`config.mk`:
```
export PLATFORM = sky130hd
export DESIGN_NAME = rbai_regs
export DESIGN_NICKNAME = d
export VERILOG_FILES = /design/src/rbai_pkg.sv /design/src/rbai_regs.sv
export SDC_FILE = /design/constraint.sdc
export NUM_CORES = 1
export LEC_CHECK = 0
export ABC_CLOCK_PERIOD_IN_PS = 1000
export BUFFER_PORTS_ARGS = -buffer_cell sky130_fd_sc_hd__buf_2
export CAP_MARGIN = 20
export CORE_UTILIZATION = 35
export CTS_CLUSTER_DIAMETER = 60
export DETAILED_ROUTE_END_ITERATION = 10
export PLACE_DENSITY = 0.7
export REMOVE_ABC_BUFFERS = 1
export SLEW_MARGIN = 0
export SYNTH_ARGS = -nofsm -noshare
export SYNTH_HDL_FRONTEND = slang
export SYNTH_SLANG_ARGS = --single-unit
export TNS_END_PERCENT = 1
```
`constraint.sdc`:
```
create_clock -name clk -period 1 [get_ports clk]
set_input_delay 0.1 -clock clk [delete_from_list [all_inputs] [get_ports clk]]
set_output_delay 0.1 -clock clk [all_outputs]
set_load 0.005 [all_outputs]
```
`src/rbai_pkg.sv`:
```
// Shared types and constants of the radar beam azimuth indexer.
package rbai_pkg;

  // Fixed field widths
  localparam int PRT_W  = 24;
  localparam int AZ_W   = 17;
  localparam int BAZ_W  = 16;
  localparam int STEP_W = 16;
  localparam int NREG_W = 9;
  localparam int PSB_W  = 16;
  localparam int DIV_W  = 18;

  // Angles in hundredths of a degree, times in ns
  localparam int FULL_TURN    = 36000;
  localparam int HALF_TURN    = 18000;
  localparam int PRT_TOL_NS   = 1000000;
  localparam int TIMEOUT_SHIFT = 4;

  // Register indexes
  localparam logic [1:0] REG_SAMPLES = 2'd0;
  localparam logic [1:0] REG_DUAL    = 2'd1;
  localparam logic [1:0] REG_INDEXED = 2'd2;
  localparam logic [1:0] REG_STEP    = 2'd3;

  typedef struct packed {
    logic [NREG_W-1:0] samples;
    logic              dual;
    logic              indexed;
    logic [STEP_W-1:0] step;
  } cfg_t;

  typedef struct packed {
    logic load;
    logic walk_init;
    logic walk;
    logic div_start;
    logic wrap_load_div;
    logic wrap_load_a1;
    logic wrap_step;
    logic finish;
  } ctrl_cmd_t;

  typedef struct packed {
    logic fill_ok;
    logic walk_done;
    logic div_done;
    logic wrap_done;
    logic out_free;
    logic indexed;
  } dp_stat_t;

endpackage

```
`src/rbai_regs.sv`:
```
// Configuration register file with its APB-style access port.
module rbai_regs (
  input  logic              clk,
  input  logic              rst_n,
  input  logic              psel,
  input  logic              penable,
  input  logic              pwrite,
  input  logic [3:0]        paddr,
  input  logic [31:0]       pwdata,
  output logic [31:0]       prdata,
  output rbai_pkg::cfg_t    cfg
);
  import rbai_pkg::*;

  cfg_t       cfg_r;
  logic       wr_en;
  logic [1:0] idx;

  assign wr_en = psel & penable & pwrite;
  assign idx   = paddr[3:2];
  assign cfg   = cfg_r;

  // Write the addressed register
  always_ff @(posedge clk) begin
    if (!rst_n) begin
      cfg_r.samples <= NREG_W'(64);
      cfg_r.dual    <= 1'b0;
      cfg_r.indexed <= 1'b1;
      cfg_r.step    <= STEP_W'(100);
    end else if (wr_en) begin
      unique case (idx)
        REG_SAMPLES: cfg_r.samples <= pwdata[NREG_W-1:0];
        REG_DUAL:    cfg_r.dual    <= pwdata[0];
        REG_INDEXED: cfg_r.indexed <= pwdata[0];
        REG_STEP:    cfg_r.step    <= pwdata[STEP_W-1:0];
        default: ;
      endcase
    end
  end

  // Return the addressed register
  always_comb begin
    unique case (idx)
      REG_SAMPLES: prdata = 32'(cfg_r.samples);
      REG_DUAL:    prdata = 32'(cfg_r.dual);
      REG_INDEXED: prdata = 32'(cfg_r.indexed);
      REG_STEP:    prdata = 32'(cfg_r.step);
      default:     prdata = '0;
    endcase
  end

endmodule

```
==> impl_results.md <==
- Hold path start: pwdata[15]
- Fillers: a little under 400
- Top Layer Used: met4
- Skew-Pair Late Insertion Delay: 0.26 ns
- CP Capture Type: output port
- Max_cap viols: 0
- Final period utilization: 1.28
- Post-route setup TNS: -0.426 ns
- Gate Count Post-Synth: roughly 150
- Setup Buffers After CTS: 0
- Register-to-Register Path Depth: 2
- Main combinational cell family by area after synthesis: simple AND/OR/NAND/NOR gates
- P_leak: 0.994 nW
- Max reg flops: 27
- Htree depth: 1
- Rows: 22
- Grt ovf: 0
- Hold EP: cfg[15]
- Pwr/cell area: 1030 nW/um^2
- Reg2reg start: cfg[24]
- Nets: 273
- Die footprint: 4250 sq um
- Multiplexer area fraction after synthesis: 0.188
- Clock sink count: 27
- Non-filler cells, final: roughly 280
- Die Span X: 65.2 microns
- Sequential area share after synthesis: 0.387
- Routed vias: 1245
- Vias in the first global route: 1051
- Seq cells post-synth: 27
- Starting density of the core: 0.373
- Max Slew Vio Count: 0
- WL met3: 163 microns
- Vias per Instance: between 4 and 5
- DP HPWL: 2460 microns
- Gr usage total: 0.143
- Adder-Cell Fraction of Synth Area: 0
- Global-route wire length before repair: 4740 microns
- Cells after DPL: 275
- Status: finished with violations
- DRC Markers: 0
- WL/cell: 11.1 microns
- Synthesis warning total: 0
- Min-delay worst type: in -> reg
- Core ar.: 3740 sq um
- Cts hold-fix bufs: 0
- Final setup fails: 9
- I/O Pins: 100
- Minimum clock period: 1.28 ns
- Final hold vios: 0
- Synth Area in Simple Gates: 0.195
- Area Overhead vs Synth: 37.2%
- R2r endpoint: cfg[24]
- Compound-Gate Fraction of Synth Area: 0.0797
- Num CTS Buffers: 3
- Routed wl met2: 1540 microns
- Number of unique standard cell types used by synthesis: 25
- Synth Area in XOR/XNOR: 0
- Critical path data arrival time: 1.18 ns
- Worst Path Required: 0.90 ns
- Drt first pass iters: 4
- N_diodes: 0
- Share of cells above drive strength 1: 0.506
- Peak supply drop: 453 uV
- CP Class: reg -> out
- Peak Freq: 0.780 GHz
- Antenna-violating nets left: 0
- Skew final: 0 ns
- Clock root cell: clkbuf_8
- Post-route setup slack: -0.283 ns
- CTS tree: done
- Die height: 65.2 microns
- Synthesized area per cell: 9.19 sq um
- Post-Syn Area: ~1400 sq um
- Failing checks: setup timing
- CP startpoint kind: flip-flop
- Initial antenna violation count: 0
- Worst reg-to-reg setup slack: 0.28 ns
- RSZ-0062 raised after global routing: yes
- Port Buffers: 65
- Routability Congestion: 0.760
- Crit path max fanout: 2
- Largest net degree at the start of global routing: 16
- Wirelength, routed: roughly 3100 microns
- 1st-iter DRT viols: 43
- Clock slew at reported path FFs: 0.09 ns
- Clk buf depth: 2
- Worst hold path cell count: 3
- M1 wire length: 1370 microns
[cells in the mapped netlist, drive strengths merged]
library cell,instances,area share
conb,1,0.0027
and2b,2,0.012
o21ai,3,0.011
buf,22,0.13
or3,1,0.0045
nor2b,1,0.0045
o311ai,3,0.019
nor2,2,0.011
nand3,1,0.013
dfxtp,27,0.39
and3,7,0.031
nor3b,1,0.0054
and2,1,0.0045
clkbuf,4,0.011
nand2b,1,0.0045
mux2i,24,0.17
nand2,38,0.10
inv,3,0.0081
a22o,8,0.050
nor3,1,0.0036
mux4,1,0.016
[final cells by class]
class                      instances  area (sq um)  share of cell area
clock inverter                     1          5.00             0.00261
timing repair buffer              86           514               0.268
sequential                        27           566               0.295
tap                               48          60.1              0.0313
multi-input combinational        111           721               0.376
clock buffer                       3          41.3              0.0215
inverter                           3          11.3             0.00587
[layer usage]
metal  vias to the layer above  global-route usage
li1                        637                   -
met1                       568               0.187
met2                        38               0.242
met3                         2              0.0174
met4                         0              0.0489
met5                         -                   0
[through the flow]
step / utilization / worst slack [ns] / power [W] / instance area (sq um) / hold slack [ns]
CTS: 0.506 / -0.296 / 0.00201 / 1890 / 0.0641
detailed placement: 0.488 / -0.239 / 0.00140 / 1830 / 0.354
floorplan: - / 0.0385 / 0.00122 / 1260 / 0.191
global route: 0.512 / -0.320 / 0.00208 / 1920 / 0.0711
finish: 0.512 / -0.283 / 0.00198 / 1920 / 0.0643
global placement: 0.488 / -0.227 / 0.00139 / 1830 / 0.352
[worst max-delay path, cell delays in order, from the launching register on]
cell     delay [ns]
dfxtp_2        0.32
mux4_2         0.46
buf_2          0.14
[worst max path at each step]
stage                   from   endpoint  slack (ns)  depth (start not counted)
global placement    paddr[3]  prdata[1]       -0.23                          4
floorplan             pwrite    cfg[18]        0.04                          3
CTS                  cfg[16]  prdata[0]       -0.30                          2
detailed placement  paddr[3]  prdata[1]       -0.24                          4
finish                cfg[0]  prdata[0]       -0.28                          2
global route          cfg[0]  prdata[0]       -0.32                          2
[kinds of logic (layout without fill, tap and decap cells)]
logic type | Yosys count | in the layout
AO/OA/AOI/OAI | 14 | 14
flip-flops | 27 | 27
other | 1 | 16
multiplexers | 25 | 25
buffers and inverters | 29 | 93
AND/OR/NAND/NOR | 56 | 56
[where the power goes]
part / internal (W) / switching (W) / total [W]
clock: 0.000279 / 0.000324 / 0.000603
combinational: 0.000134 / 0.000140 / 0.000273
sequential: 0.00109 / 0.0000103 / 0.00110
total: 0.00150 / 0.000474 / 0.00198
[timing repair]
action / CTS / global route
pin swaps: 0 / 1
resized for setup: 13 / 12
setup endpoints to repair: 10 / 16
[layout by cell type (no fill, tap or decap)]
cell type	n
and2b_2	1
mux4_2	1
a22o_1	8
nor3_1	1
buf_12	2
clkbuf_8	3
nand3_4	1
nand2b_1	1
and2b_1	1
inv_1	3
buf_2	64
nor2b_1	1
nor2_4	2
dfxtp_1	7
nand2_1	38
clkinv_2	1
o21ai_0	3
buf_4	19
nor3b_1	1
and2_2	1
or3_1	1
conb_1	16
mux2i_1	24
and3_4	1
dfxtp_2	20
and3_1	6
buf_6	1
o311ai_0	3
(Power assumes the default switching activity.)
