File: config.mk
export PLATFORM = sky130hd
export DESIGN_NAME = rbai_ctrl
export DESIGN_NICKNAME = d
export VERILOG_FILES = /design/src/rbai_pkg.sv /design/src/rbai_ctrl.sv
export SDC_FILE = /design/constraint.sdc
export NUM_CORES = 1
export LEC_CHECK = 0
export BUFFER_PORTS_ARGS = -buffer_cell sky130_fd_sc_hd__buf_2
export CORE_AREA = 2 2 39 41
export CTS_CLUSTER_SIZE = 10
export DETAILED_ROUTE_END_ITERATION = 10
export DIE_AREA = 0 0 41 43
export PLACE_DENSITY = 0.5
export REMOVE_ABC_BUFFERS = 1
export SLEW_MARGIN = 5
export SYNTH_ARGS = -nofsm -noshare
export SYNTH_HDL_FRONTEND = slang
export SYNTH_SLANG_ARGS = --single-unit
File: constraint.sdc
create_clock -name clk -period 1.6 [get_ports clk]
set_input_delay 0.24 -clock clk [delete_from_list [all_inputs] [get_ports clk]]
set_output_delay 0.24 -clock clk [all_outputs]
set_load 0.05 [all_outputs]
File: src/rbai_pkg.sv
// Shared types and constants of the radar beam azimuth indexer.
package rbai_pkg;

  // Fixed field widths
  localparam int PRT_W  = 24;
  localparam int AZ_W   = 17;
  localparam int BAZ_W  = 16;
  localparam int STEP_W = 16;
  localparam int NREG_W = 9;
  localparam int PSB_W  = 16;
  localparam int DIV_W  = 18;

  // Angles in hundredths of a degree, times in ns
  localparam int FULL_TURN    = 36000;
  localparam int HALF_TURN    = 18000;
  localparam int PRT_TOL_NS   = 1000000;
  localparam int TIMEOUT_SHIFT = 4;

  // Register indexes
  localparam logic [1:0] REG_SAMPLES = 2'd0;
  localparam logic [1:0] REG_DUAL    = 2'd1;
  localparam logic [1:0] REG_INDEXED = 2'd2;
  localparam logic [1:0] REG_STEP    = 2'd3;

  typedef struct packed {
    logic [NREG_W-1:0] samples;
    logic              dual;
    logic              indexed;
    logic [STEP_W-1:0] step;
  } cfg_t;

  typedef struct packed {
    logic load;
    logic walk_init;
    logic walk;
    logic div_start;
    logic wrap_load_div;
    logic wrap_load_a1;
    logic wrap_step;
    logic finish;
  } ctrl_cmd_t;

  typedef struct packed {
    logic fill_ok;
    logic walk_done;
    logic div_done;
    logic wrap_done;
    logic out_free;
    logic indexed;
  } dp_stat_t;

endpackage

File: src/rbai_ctrl.sv
// Controller state machine sequencing one pulse through the datapath.
module rbai_ctrl (
  input  logic                 clk,
  input  logic                 rst_n,
  input  logic                 in_valid,
  output logic                 in_ready,
  input  rbai_pkg::dp_stat_t   stat,
  output rbai_pkg::ctrl_cmd_t  cmd
);
  import rbai_pkg::*;

  localparam logic [2:0] S_IDLE   = 3'd0;
  localparam logic [2:0] S_CHECK  = 3'd1;
  localparam logic [2:0] S_WALK   = 3'd2;
  localparam logic [2:0] S_DIV    = 3'd3;
  localparam logic [2:0] S_WRAP   = 3'd4;
  localparam logic [2:0] S_FINISH = 3'd5;

  logic [2:0] state_r;
  logic [2:0] state_nxt;

  // Next state and commands
  always_comb begin
    state_nxt = state_r;
    cmd       = '0;
    in_ready  = 1'b0;
    unique case (state_r)
      S_IDLE: begin
        in_ready = 1'b1;
        if (in_valid) begin
          cmd.load  = 1'b1;
          state_nxt = S_CHECK;
        end
      end
      S_CHECK: begin
        if (stat.fill_ok) begin
          cmd.walk_init = 1'b1;
          state_nxt     = S_WALK;
        end else begin
          state_nxt = S_FINISH;
        end
      end
      S_WALK: begin
        cmd.walk = 1'b1;
        if (stat.walk_done) begin
          if (stat.indexed) begin
            cmd.div_start = 1'b1;
            state_nxt     = S_DIV;
          end else begin
            cmd.wrap_load_a1 = 1'b1;
            state_nxt        = S_WRAP;
          end
        end
      end
      S_DIV: begin
        if (stat.div_done) begin
          cmd.wrap_load_div = 1'b1;
          state_nxt         = S_WRAP;
        end
      end
      S_WRAP: begin
        cmd.wrap_step = 1'b1;
        if (stat.wrap_done) begin
          state_nxt = S_FINISH;
        end
      end
      S_FINISH: begin
        cmd.finish = 1'b1;
        if (stat.out_free) begin
          state_nxt = S_IDLE;
        end
      end
      default: state_nxt = S_IDLE;
    endcase
  end

  always_ff @(posedge clk) begin
    if (!rst_n) begin
      state_r <= S_IDLE;
    end else begin
      state_r <= state_nxt;
    end
  end

endmodule

==> flow_metrics.py <==
metrics = {
    "floorplanning": {
        "die_h_um": 43,
        "die_w_um": 41,
        "io_pins": 18,
        "core_region_area_mm2": 0.00138,
        "initial_core_util": 0.239,
        "rows": 14,
        "die_area_mm2": 0.00176,
    },
    "routing": {
        "routedWlPerCell_um": 10.9,
        "routed_wl_um": 879,
        "dr_total_vias": 389,
        "route.detailed.drc": 0,
        "first_iter_violations": 6,
        "via_per_inst": 4.80,
        "detail-route-antenna-nets": 0,
        "drt-pass1-iter-count": 2,
    },
    "setup_path": {
        "worstSetupPathType": "reg2out",
        "rr_worst_depth": 5,
        "reg2reg_from": "state_r[1]",
        "setup.worst_path.start_class": "flop",
        "critPathArrivalTime_ns": 1.29,
        "crit_required_ns": 1.36,
        "crit_fanout": 6,
        "rr_endpoint": "state_r[1]",
        "r2r_slack_ns": 0.22,
        "cp-end-kind": "output port",
    },
    "placement": {
        "port_buffers": 17,
        "dp_hpwl_um": 653,
        "gp_congestion": 0.701,
        "dp_slack_ns": 0.202,
        "post_dp_cell_area_um2": 432,
    },
    "global_route": {
        "antenna_found_initial": 0,
        "grt_use_met1": 0.178,
        "grt.met2_usage": 0.147,
        "grt_pass1_vias": 330,
        "overflow": 0,
        "met3_usage": 0.0366,
        "grt_pass1_wl_mm": 1.48,
        "grtUsageTotal": 0.122,
        "grt.busiest_layer": "met1",
        "grt_max_degree": 12,
    },
    "sta": {
        "drv_slew": 0,
        "hold_violations": 0,
        "worst_pin_slew_ns": 0.263,
        "relSlewSlack": 0.824,
        "min_period_ns": 1.53,
        "finalSetupViolCount": 0,
        "fmax_ghz": 0.655,
        "setup_ws_ns": 0.0740,
        "rsz0062_at_grt": "false",
        "timing.final.crit_share": 0.954,
        "clock_skew_ns": 0.00141,
        "setup_tns_ns": 0,
    },
    "cells_and_area": {
        "layout_commonest_cell": "buf_2",
        "regMostFlops": "state_r",
        "area_growth_pct": 50.0,
        "largest_reg_flops": 3,
        "largestRegisters": "state_r x3",
        "num_antenna_cells": 0,
        "stdcell_area_um2": 495,
        "fin_nets": 75,
        "final_cell_mix": "buf_2 (12), buf_4 (8), nor3b_1 (4), nand2_1 (4), clkbuf_4 (4)",
        "drive_gt1_frac": 0.508,
    },
    "status": {
        "status": "complete, no violations",
    },
    "synth": {
        "yosysUniqueCellTypes": 24,
        "synth_cells": 43,
        "synth-async-reset-ratio": 0,
        "synth_edf_count": 0,
        "ys.flop_type": "dfxtp_1",
        "yosysWarnings": 0,
        "ys_ff_latch": 3,
        "avgSynthCellArea_um2": 7.68,
        "yosysSeqAreaShare": 0.182,
        "syn_area_um2": 330,
    },
    "cts": {
        "cts_tree": "done",
        "cts_hold_buf": 0,
        "cts_buffer_depth": 2,
        "clk_pin_slew_ns": 0.04,
        "cts_buffers": 3,
        "cts_root_buf": "clkbuf_4",
        "h-tree-depth": 1,
        "clk_latency_ns": 0.24,
        "numClockSinks": 3,
    },
    "min_path": {
        "worstHoldStart": "rst_n",
        "hp-class": "in2reg",
        "min_path_cells": 2,
        "whs_endpoint": "state_r[0]",
    },
    "pwr": {
        "ir_drop_mv": 0.332,
        "p_leak_nw": 0.221,
        "p_per_area_mw_per_mm2": 1190,
    },
    "run": {
        "drv_cap": 0,
    },
}
-- power breakdown --
group | internal (mW) | total, mW | leakage (nW) | switching, mW
registers | 0.0920 | 0.132 | 0.0253 | 0.0401
clock network | 0.0937 | 0.136 | 0.0150 | 0.0424
logic | 0.128 | 0.324 | 0.180 | 0.196
-- timing repair --
| item | in CTS | in global routing |
|---|---|---|
| hold endpoints to repair | 0 | 0 |
| buffers inserted | 0 | 1 |
| endpoints found under the setup margin | 5 | 6 |
| gates resized for setup | 4 | 7 |
-- worst max-delay path: stages (launching register included) --
cell and delay (ns):
dfxtp_1 0.37, and2b_1 0.26, nor3b_1 0.19, buf_4 0.23
-- worst max-delay path by stage --
stage | to | start | cells past startpoint
finish | cmd[6] | state_r[1] | 3
detailed placement | cmd[4] | state_r[2] | 4
CTS | cmd[4] | state_r[2] | 4
floorplan | cmd[7] | state_r[0] | 2
global placement | cmd[6] | state_r[0] | 3
global route | cmd[2] | state_r[1] | 5
-- final cells by class --
class                   count  area (µm²)
flip-flops and latches      3        62.6
fillers                   162         888
inverters                   1        3.75
clock buffers               4        26.3
repair buffers             21         128
well taps                  16        20.0
multi-input cells          36         255
-- synthesized netlist by cell type (2+ instances only) --
library cell / number / area [µm²]
nor2_1: 4 / 15.0
nand2b_1: 2 / 12.5
dfxtp_1: 3 / 60.1
nand2_1: 4 / 15.0
mux2i_1: 3 / 30.0
nor3b_1: 5 / 37.5
nor3_1: 2 / 10.0
buf_4: 2 / 15.0
o21ai_1: 3 / 15.0
-- routing by layer --
layer,vias to the layer above,wire length [µm]
met1,177,415
met5,-,0
met4,0,17
met3,2,79
met2,13,368
li1,197,-
-- stage by stage --
| stage | std cells | power, mW | hold slack (ns) | util |
|---|---|---|---|---|
| finish | 81 | 0.592 | 0.298 | 0.358 |
| global route | 81 | 0.637 | 0.307 | 0.358 |
| CTS | 80 | 0.578 | 0.289 | 0.337 |
| detailed placement | 76 | 0.432 | 0.545 | 0.312 |
| global placement | 76 | 0.433 | 0.541 | 0.312 |
| floorplan | 40 | 0.345 | 0.391 | - |
-- kinds of logic after synthesis --
kind of cell	count (synthesis)	share of synthesized area
compound gates	9	0.189
flops	3	0.182
simple gates	24	0.447
buf+inv	4	0.0909
mux	3	0.0909
Power figures use the tool's default switching activity.
